--- config.mk ---
export PLATFORM = sky130hd
export DESIGN_NAME = prba_sum_unit
export DESIGN_NICKNAME = d
export VERILOG_FILES = /design/src/rtl/core/prba_pkg.sv /design/src/rtl/core/prba_sum_unit.sv
export SDC_FILE = /design/constraint.sdc
export NUM_CORES = 1
export LEC_CHECK = 0
export ABC_CLOCK_PERIOD_IN_PS = 5300
export BUFFER_PORTS_ARGS = -buffer_cell sky130_fd_sc_hd__buf_2
export CORE_MARGIN = 4
export CORE_UTILIZATION = 50
export CTS_BUF_LIST = sky130_fd_sc_hd__clkbuf_8
export DETAILED_ROUTE_END_ITERATION = 12
export PLACE_DENSITY = 0.77
export REMOVE_ABC_BUFFERS = 1
export SLEW_MARGIN = 25
export SYNTH_ARGS = -nofsm -noshare
export SYNTH_HDL_FRONTEND = slang
export SYNTH_SLANG_ARGS = --single-unit
--- constraint.sdc ---
create_clock -name clock -period 5.3 [get_ports clock]
set_input_delay 1.06 -clock clock [delete_from_list [all_inputs] [get_ports clock]]
set_output_delay 1.06 -clock clock [all_outputs]
set_load 0.02 [all_outputs]
--- src/rtl/core/prba_pkg.sv ---
// shared types and constants for the page region bump allocator
`timescale 1ns / 1ps
`default_nettype none

package prba_pkg;

   localparam int BASE_W     = 48;
   localparam int PAGE_W     = 36;
   localparam int PAGES_W    = 37;
   localparam int STATUS_W   = 3;
   localparam int MODE_W     = 2;
   localparam int REQ_DATA_W = 88;
   localparam int RSP_DATA_W = 128;

   localparam logic [MODE_W-1:0] MODE_ADD   = 2'd0;
   localparam logic [MODE_W-1:0] MODE_ALLOC = 2'd1;
   localparam logic [MODE_W-1:0] MODE_CLEAR = 2'd2;

   typedef enum logic [STATUS_W-1:0] {
      STATUS_OK         = 3'd0,
      STATUS_ZERO       = 3'd1,
      STATUS_FULL       = 3'd2,
      STATUS_MISALIGNED = 3'd3,
      STATUS_PAST_END   = 3'd4,
      STATUS_OVERLAP    = 3'd5,
      STATUS_NO_ROOM    = 3'd6
   } status_type;

   typedef struct packed {
      logic [BASE_W-1:0] base;
      logic [PAGE_W-1:0] size;
      logic [PAGE_W-1:0] used;
   } entry_type;

   // operands of the shared adder: a + (b << page shift when scaled)
   typedef struct packed {
      logic [BASE_W-1:0] a;
      logic [PAGE_W-1:0] b;
      logic              scaled;
   } unit_op_type;

endpackage

`default_nettype wire

--- src/rtl/core/prba_sum_unit.sv ---
// shared registered adder used for region ends, fit tests and addresses
`timescale 1ns / 1ps
`default_nettype none

module prba_sum_unit import prba_pkg::*; #(
   parameter int SHIFT = 12,
   parameter int SUM_W = 58
) (
   input  wire logic             clock,
   input  wire unit_op_type      op,
   output logic     [SUM_W-1:0]  sum
);

   logic [SUM_W-1:0] sum_ff;
   logic [SUM_W-1:0] sum_in;
   logic [SUM_W-1:0] addend;

   always_comb begin
      addend = op.scaled ? (SUM_W'(op.b) << SHIFT) : SUM_W'(op.b);
      sum_in = SUM_W'(op.a) + addend;
   end

   always_ff @(posedge clock) begin
      sum_ff <= sum_in;
   end

   assign sum = sum_ff;

endmodule

`default_nettype wire

==> results of run 1 <==
-- cells by family (layout without fill, tap and decap cells) --
group / Yosys count / count (layout) / synth area share (%)
AND/OR/NAND/NOR: 142 / 142 / 17.2
buffers and inverters: 45 / 156 / 4.86
other: 1 / 9 / 0.0873
multiplexers: 25 / 25 / 6.52
AO/OA/AOI/OAI: 167 / 167 / 25.3
adder cells (fa/ha/maj): 49 / 49 / 14.4
XOR/XNOR: 43 / 43 / 8.76
flip-flops: 49 / 49 / 22.8
-- synthesized netlist by cell type, types with 4 or more instances --
library cell,instances
a21oi_1,62
dfxtp_1,49
ha_1,48
nand2_1,36
xnor2_1,30
mux2_2,24
o21ai_0,24
nor2_1,22
a21o_1,19
clkbuf_1,18
nor2b_1,18
and2_1,14
inv_1,13
nand3_1,13
o21bai_1,13
xor2_1,13
nand4_1,10
a31oi_1,9
buf_4,9
and3_1,7
nand2b_1,6
nor3_1,5
o21a_1,5
o21ai_1,5
buf_2,4
-- routing by layer --
layer | up-vias | part of all wire [%]
met5 | - | 0
met2 | 201 | 44
li1 | 2110 | -
met4 | 0 | 2.2
met1 | 1961 | 46
met3 | 23 | 7.8
-- metrics by stage --
stage	hold slack, ps	cell area (um2)	power [mW]	instances	setup WS (ps)
after CTS	965	5090	1.47	745	1300
final	965	5090	1.46	745	1210
after global routing	964	5090	1.55	745	994
after floorplan	1190	4170	0.956	497	1850
after global placement	1290	4980	1.18	737	1040
after detailed placement	1290	4980	1.18	737	973
-- final timing paths --
| check | endpoint | slack, ps | cells past startpoint |
|---|---|---|---|
| hold / removal | sum[0] | 960 | 2 |
| setup / recovery | sum[46] | 1210 | 13 |
-- power groups by stage --
stage | logic (mW) | registers [mW] | clock network (mW)
after CTS | 0.695 | 0.480 | 0.294
after global placement | 0.689 | 0.487 | 0
after global routing | 0.756 | 0.488 | 0.303
final | 0.700 | 0.478 | 0.280
after detailed placement | 0.692 | 0.488 | 0
after floorplan | 0.347 | 0.609 | 0
-- area by class of cell --
class                      count  area [um2]
fill                         781        3210
multi-input combinational    435        3140
sequential                    49         981
timing repair buffer         135         678
tap                          105         131
clock buffer                   5        68.8
inverter                      13        48.8
clock inverter                 3        46.3
==> impl_metrics.py, run 1 <==
metrics = {
    "cells_and_area": {
        "drive_gt1_share_pct": 28.4,
        "syn_to_final_growth_pct": 18.5,
        "final_common_cell": "buf_2",
        "fin_util_pct": 61.4,
        "largest_reg_flops": 49,
        "layout_common_cells": "buf_2, a21oi_1, dfxtp_1",
        "nets": 774,
        "diodes": 0,
    },
    "yosys": {
        "synth_ff_type": "dfxtp_1",
        "synth_async_sr_flop_share_pct": 0,
        "yosysUniqueCellTypes": 58,
        "yosysTopAreaCellShare_pct": 22.8,
        "ys_warn_count": 0,
        "ys_seq_area_share_pct": 22.8,
        "synth_top_cell_by_area": "dfxtp_1",
        "synth_area_um2": 4300,
        "syn_inst": 521,
        "ys_ff_latch": 49,
        "synth_edf_count": 0,
        "synth_area_leaders": "dfxtp_1, ha_1, a21oi_1, mux2_2, xnor2_1",
        "syn_area_per_cell_um2": 8.25,
    },
    "worst_setup_path": {
        "crit_top_cell": "a21oi_1",
        "path_class": "input port to flip-flop",
        "crit_buf_inv": 2,
        "cp-startpoint": "op[0]",
        "cp.required_ps": 5550,
        "start_kind": "input port",
        "slowest_stage": "ha_1",
        "cpPeakStageDelay_ps": 390,
        "path_max_fanout": 27,
        "critPathTopFamily": "compound AO/OA/AOI/OAI gates",
        "cp.arrival_ps": 4350,
        "cp-end-kind": "flip-flop",
        "path_cells": "buf_2, buf_4, mux2_2, ha_1, a21oi_1, o21ai_0, a21oi_1, nand3_1, a41oi_1, o2111a_1, nor2_1, a31oi_1, xnor2_1",
    },
    "timing": {
        "relSlewSlack_pct": 58.3,
        "max_freq_mhz": 244,
        "worstMarginPinSlew_ps": 623,
        "rsz0062_at_grt": "false",
        "hold_violations": 0,
        "period_needed_ps": 4090,
        "drv_slew": 0,
        "period_share_pct": 77.2,
        "tns_ps": 0,
        "setup_violations": 0,
    },
    "detailed_routing": {
        "drc": 0,
        "drtPass1Iterations": 4,
        "ant_nets": 0,
        "vias_per_cell": 5.77,
        "wl_um": 13200,
        "via_count": 4295,
        "drtIter0Drc": 319,
        "avgRoutedWirePerCell_um": 17.7,
    },
    "floorplanning": {
        "initial_utilization_pct": 51.8,
        "core_um2": 8300,
        "die_h_um": 101,
        "fp-row-count": 33,
        "dieWidth_um": 101,
        "num_io_pins": 144,
        "dieArea_um2": 10100,
    },
    "power_and_ir_drop": {
        "combPwrFrac_pct": 48.0,
        "peakVddDrop_v": 0.000130,
        "p_sw_uw": 593,
        "p_int_uw": 865,
        "share_seq_of_total_power_pct": 32.8,
        "powerDensity_nw_per_um2": 286,
        "swShare_pct": 40.7,
        "p_clk_share_pct": 19.2,
        "leakage_nw": 2.43,
    },
    "clock_tree": {
        "cts-root-buf": "clkbuf_8",
        "cts_resized": 0,
        "htreeDepth": 2,
        "cts_inserted_buffers": 5,
        "cts.path.max_buffers": 2,
        "cts_tree": "built",
        "cts_hold_buffers": 0,
        "clk_pin_slew_ps": 100,
        "post_cts_buffers": 0,
        "cts_sinks": 49,
    },
    "grt": {
        "grt_pass1_wl_um": 20400,
        "grt_util_met3_pct": 3.94,
        "grt_use_total_pct": 25.3,
        "grt_pass1_vias": 4014,
        "grtUsageMet2_pct": 39.9,
        "grtUsageMet1_pct": 35.9,
        "overflow": 0,
        "top_usage_layer": "met2",
        "antenna_found_initial": 0,
        "grt_max_degree": 28,
    },
    "placement": {
        "hpwl_um": 11100,
        "globalplace.congestion": 0.990,
        "port_buffers": 134,
    },
    "flow_run": {
        "drv_cap": 0,
    },
    "hold_path": {
        "hold_path.startpoint": "op[37]",
        "min_path_type": "input port to flip-flop",
    },
    "outcome": {
        "outcome": "finished clean",
    },
}
Note: power is estimated with default switching activity, not from simulation.
==> inputs of run 2 (changes only) <==
- ABC_CLOCK_PERIOD_IN_PS: 5300 -> 3450
- CORE_UTILIZATION: 50 -> 48
- PLACE_DENSITY: 0.77 -> 0.78
- clock period: 5.3 -> 3.45 ns (I/O delays scaled with it)
==> run 2 against run 1 <==
Net effect:
- critical path depth fell by 1
- non-clock buffer count up 52
- total power up 66%
- first-iteration DRC count rose by 5.3%
- sequential cell count unchanged
- cell area grew 8.3%
- sequential share of layout area shrank 1.5 points
- cell count rose by 7.4%
==> impl_metrics.py, run 2 (synthesized netlist as in run 1, its figures left out) <==
metrics = {
    "outcome": {
        "outcome": "finished clean",
    },
    "worst_setup_path": {
        "cp-startpoint": "op[0]",
        "cp.arrival_ps": 3500,
        "cpPeakStageDelay_ps": 400,
        "path_cells": "clkbuf_4, mux2_2, ha_1, a21oi_1, o21ai_0, or2_2, nor3_1, a21oi_2, a21oi_2, a31oi_2, mux2i_1, a2111oi_2",
        "path_max_fanout": 17,
        "cp-endpoint": "sum[45]",
        "crit_top_cell": "a21oi_2",
        "cp-end-kind": "flip-flop",
        "cp.required_ps": 3650,
        "start_kind": "input port",
        "slowest_stage": "mux2_2",
        "path_class": "input port to flip-flop",
    },
    "floorplanning": {
        "dieWidth_um": 103,
        "dieArea_um2": 10500,
        "fp-row-count": 34,
        "die_h_um": 103,
        "num_io_pins": 144,
        "core_um2": 8720,
        "initial_utilization_pct": 49.3,
    },
    "placement": {
        "dp_cells": 792,
        "globalplace.congestion": 1.06,
        "dpl_worst_slack_ps": -155,
        "port_buffers": 134,
        "hpwl_um": 12100,
    },
    "cells_and_area": {
        "layout_common_cells": "buf_2, a21oi_1, buf_4",
        "diodes": 0,
        "nets": 826,
        "largest_reg_flops": 49,
        "drive_gt1_share_pct": 34.0,
        "syn_to_final_growth_pct": 28.3,
        "final_common_cell": "buf_2",
        "fin_cells": 800,
    },
    "detailed_routing": {
        "avgRoutedWirePerCell_um": 17.9,
        "wl_um": 14300,
        "ant_nets": 0,
        "drtPass1Iterations": 5,
        "drtIter0Drc": 336,
        "vias_per_cell": 5.75,
        "drc": 0,
        "via_count": 4598,
    },
    "hold_path": {
        "min_path_type": "input port to flip-flop",
    },
    "timing": {
        "tns_ps": 0,
        "holdWs_ps": 610,
        "period_needed_ps": 3290,
        "worst_slack_ps": 156,
        "drv_slew": 0,
        "hold_violations": 0,
        "relSlewSlack_pct": 64.6,
        "max_freq_mhz": 304,
        "worstMarginPinSlew_ps": 525,
        "setup_violations": 0,
        "period_share_pct": 95.5,
        "rsz0062_at_grt": "false",
    },
    "power_and_ir_drop": {
        "leakage_nw": 2.70,
        "powerDensity_nw_per_um2": 440,
        "peakVddDrop_v": 0.000269,
    },
    "clock_tree": {
        "cts_tree": "built",
        "post_cts_buffers": 0,
        "clk_pin_slew_ps": 100,
        "cts_sinks": 49,
        "cts_inserted_buffers": 5,
        "cts-root-buf": "clkbuf_8",
        "htreeDepth": 2,
        "cts.path.max_buffers": 2,
    },
    "grt": {
        "antenna_found_initial": 0,
        "grt_use_total_pct": 26.7,
        "grt_pass1_vias": 4502,
        "grt_max_degree": 18,
        "grt_pass1_wl_um": 22000,
        "overflow": 0,
    },
    "flow_run": {
        "drv_cap": 0,
    },
}
## run 2: cell count changes in the layout (fill, tap and decap cells not counted), sizes merged
cell      before  now
clkinvlp       1    0
bufinv         1    2
clkbuf         5    6
buf          135  186
## run 2: metal layers
layer  vias to the layer above  global-route usage (%)  part of all wire (%)
met5                         -                       0                     0
met4                         0                    9.49                   3.4
met3                        40                    4.74                   8.5
met2                       245                    42.7                    45
met1                      2101                    36.1                    43
li1                       2212                       -                     -
## run 2: worst min-delay path by stage
stage | from | endpoint | slack [ps] | depth (start not counted)
6_report | op[37] | sum[0] | 610 | 2
5_1_grt | op[37] | sum[0] | 610 | 2
4_1_cts | op[37] | sum[0] | 600 | 2
3_5_place_dp | op[37] | sum[0] | 920 | 2
3_3_place_gp | op[37] | sum[0] | 920 | 2
2_1_floorplan | op[37] | sum[0] | 820 | 1
## run 2: report_power, final
part / leakage, nW / internal [mW] / total [mW] / switching (mW)
clock: 0.0681 / 0.288 / 0.500 / 0.211
combinational: 2.22 / 0.486 / 1.19 / 0.703
sequential: 0.413 / 0.705 / 0.737 / 0.0321
total: 2.70 / 1.48 / 2.43 / 0.946
## run 2: critical path, delay by kind of cell
| family | cells | cell delay (ps) |
|---|---|---|
| simple gates | 2 | 530 |
| compound gates | 6 | 1170 |
| mux | 2 | 550 |
| fa+ha+maj | 1 | 300 |
| buf+inv | 1 | 250 |
## run 2: cell type report
cell class | instances | area [um2]
inverters | 13 | 48.8
fillers | 763 | 3210
well taps | 108 | 135
flip-flops and latches | 49 | 981
clock buffers | 5 | 68.8
clock inverters | 3 | 65.1
repair buffers | 187 | 1070
multi-input cells | 435 | 3150
## run 2: per-stage QoR
step | area, um2 | util (%) | power, mW
2_1_floorplan | 4170 | - | 1.47
3_3_place_gp | 5370 | 61.6 | 1.90
3_5_place_dp | 5370 | 61.6 | 1.91
4_1_cts | 5510 | 63.1 | 2.42
5_1_grt | 5520 | 63.2 | 2.55
6_report | 5520 | 63.2 | 2.43
## run 2: timing repair
action	CTS	global route
endpoints found under the hold margin	0	0
hold buffers	0	0
resized for setup	0	2
setup endpoints to repair	0	7
==> inputs of run 3 (changes only) <==
- CTS_BUF_LIST: sky130_fd_sc_hd__clkbuf_8 -> sky130_fd_sc_hd__clkbuf_4
==> run 3 against run 2 <==
Net effect:
- core utilization decreased by 0.47 points
- sequential power about the same
- cell area decreased by 0.75%
- fmax decreased by 0.67%
- global-route usage about the same
- critical path type unchanged
- critical path depth increased by 1
==> impl_metrics.py, run 3 (synthesized netlist as in run 1, its figures left out) <==
metrics = {
    "power_and_ir_drop": {
        "p_int_mw": 1.41,
        "combPwrFrac_pct": 50.4,
        "swShare_pct": 39.8,
        "p_total_mw": 2.35,
        "p_clk_share_pct": 18.2,
        "share_seq_of_total_power_pct": 31.4,
        "p_sw_uw": 935,
        "peakVddDrop_v": 0.000267,
        "powerDensity_nw_per_um2": 429,
        "leakage_nw": 2.69,
    },
    "detailed_routing": {
        "highest_layer": "met4",
        "routed-wl-met3_um": 1320,
        "wl_met2_um": 6370,
        "via_count": 4587,
        "routedLengthMet1_um": 6110,
        "drtPass1Iterations": 5,
        "avgRoutedWirePerCell_um": 17.8,
        "drtIter0Drc": 340,
        "ant_nets": 0,
        "drc": 0,
        "wl_um": 14300,
        "vias_per_cell": 5.73,
    },
    "cells_and_area": {
        "fin_cells": 800,
        "fillCellCount": 772,
        "final_common_cell": "buf_2",
        "diodes": 0,
        "drive_gt1_share_pct": 33.8,
        "largest_reg_flops": 49,
        "nets": 826,
        "syn_to_final_growth_pct": 27.4,
        "layout_common_cells": "buf_2, a21oi_1, buf_4",
    },
    "clock_tree": {
        "clk_pin_slew_ps": 150,
        "cts-root-buf": "clkbuf_4",
        "cts_inserted_buffers": 5,
        "cts.path.max_buffers": 2,
        "post_cts_buffers": 0,
        "cts_sinks": 49,
        "cts_resized": 0,
        "htreeDepth": 2,
        "cts_hold_buffers": 0,
        "cts_tree": "built",
    },
    "worst_setup_path": {
        "cp-end-kind": "flip-flop",
        "path_max_fanout": 17,
        "cp.arrival_ps": 3600,
        "cp.required_ps": 3730,
        "cpPeakStageDelay_ps": 420,
        "cp-startpoint": "op[0]",
        "crit_buf_inv": 2,
        "path_cells": "buf_2, mux2_2, ha_1, buf_4, nand2_1, nor3_2, o2111ai_1, nand3_1, a41oi_1, o2111a_1, nor2_1, a31oi_1, xnor2_1",
        "critPathTopFamily": "compound AO/OA/AOI/OAI gates",
        "slowest_stage": "mux2_2",
        "path_class": "input port to flip-flop",
        "start_kind": "input port",
    },
    "placement": {
        "globalplace.congestion": 1.06,
        "dp_cells": 792,
        "hpwl_um": 12100,
        "port_buffers": 134,
    },
    "flow_run": {
        "drv_cap": 0,
    },
    "floorplanning": {
        "fp-row-count": 34,
        "initial_utilization_pct": 49.3,
        "core_um2": 8720,
        "num_io_pins": 144,
        "die_h_um": 103,
        "dieWidth_um": 103,
        "dieArea_um2": 10500,
    },
    "hold_path": {
        "min_path_type": "input port to flip-flop",
        "hold_path.startpoint": "op[37]",
    },
    "timing": {
        "relSlewSlack_pct": 64.6,
        "period_needed_ps": 3320,
        "period_share_pct": 96.1,
        "drv_slew": 0,
        "worstMarginPinSlew_ps": 526,
        "setup_violations": 0,
        "max_freq_mhz": 302,
        "tns_ps": 0,
        "rsz0062_at_grt": "false",
        "hold_violations": 0,
    },
    "grt": {
        "grt_pass1_wl_um": 21900,
        "overflow": 0,
        "antenna_found_initial": 0,
        "grt_pass1_vias": 4472,
        "grt_max_degree": 18,
        "grt_use_total_pct": 26.6,
    },
    "outcome": {
        "outcome": "finished clean",
    },
}
run 3: cell types whose count changed in the layout (fill, tap and decap cells not counted):
cell / previous run / this run
a41oi_1: 0 / 1
clkbuf_4: 1 / 5
a41oi_2: 1 / 0
clkbuf_8: 5 / 0
buf_2: 133 / 134
run 3: path summary, 6_finish.rpt:
check  slack, ps  cells past startpoint  endpoint
max          130                     13   sum[46]
min          530                      2    sum[0]
run 3: metrics by stage:
step | area, um2 | util (%) | setup WS, ps | hold slack [ps]
after floorplan | 4170 | - | 366 | 820
after global placement | 5370 | 61.6 | -146 | 925
after detailed placement | 5370 | 61.6 | -155 | 921
after CTS | 5470 | 62.8 | 222 | 521
after global routing | 5470 | 62.8 | 8.86 | 516
final | 5470 | 62.8 | 133 | 533
run 3: power by group through the flow:
stage	Sequential (mW)	Combinational, mW	Clock [mW]
2_1_floorplan	0.936	0.533	0
3_5_place_dp	0.751	1.16	0
5_1_grt	0.750	1.28	0.456
4_1_cts	0.739	1.17	0.439
6_report	0.737	1.18	0.428
3_3_place_gp	0.748	1.15	0
run 3: area by class of cell:
| type | instances | area, um2 | share of cell area [%] |
|---|---|---|---|
| clock inverters | 3 | 65.1 | 1.19 |
| multi-input cells | 435 | 3140 | 57.3 |
| well taps | 108 | 135 | 2.47 |
| inverters | 13 | 48.8 | 0.891 |
| flip-flops and latches | 49 | 981 | 17.9 |
| clock buffers | 5 | 37.5 | 0.686 |
| repair buffers | 187 | 1070 | 19.5 |
run 3: routing by layer:
metal	track usage [%]	up-vias
met2	42.5	253
met3	4.74	43
met5	0	-
met1	36.0	2079
li1	-	2212
met4	9.79	0
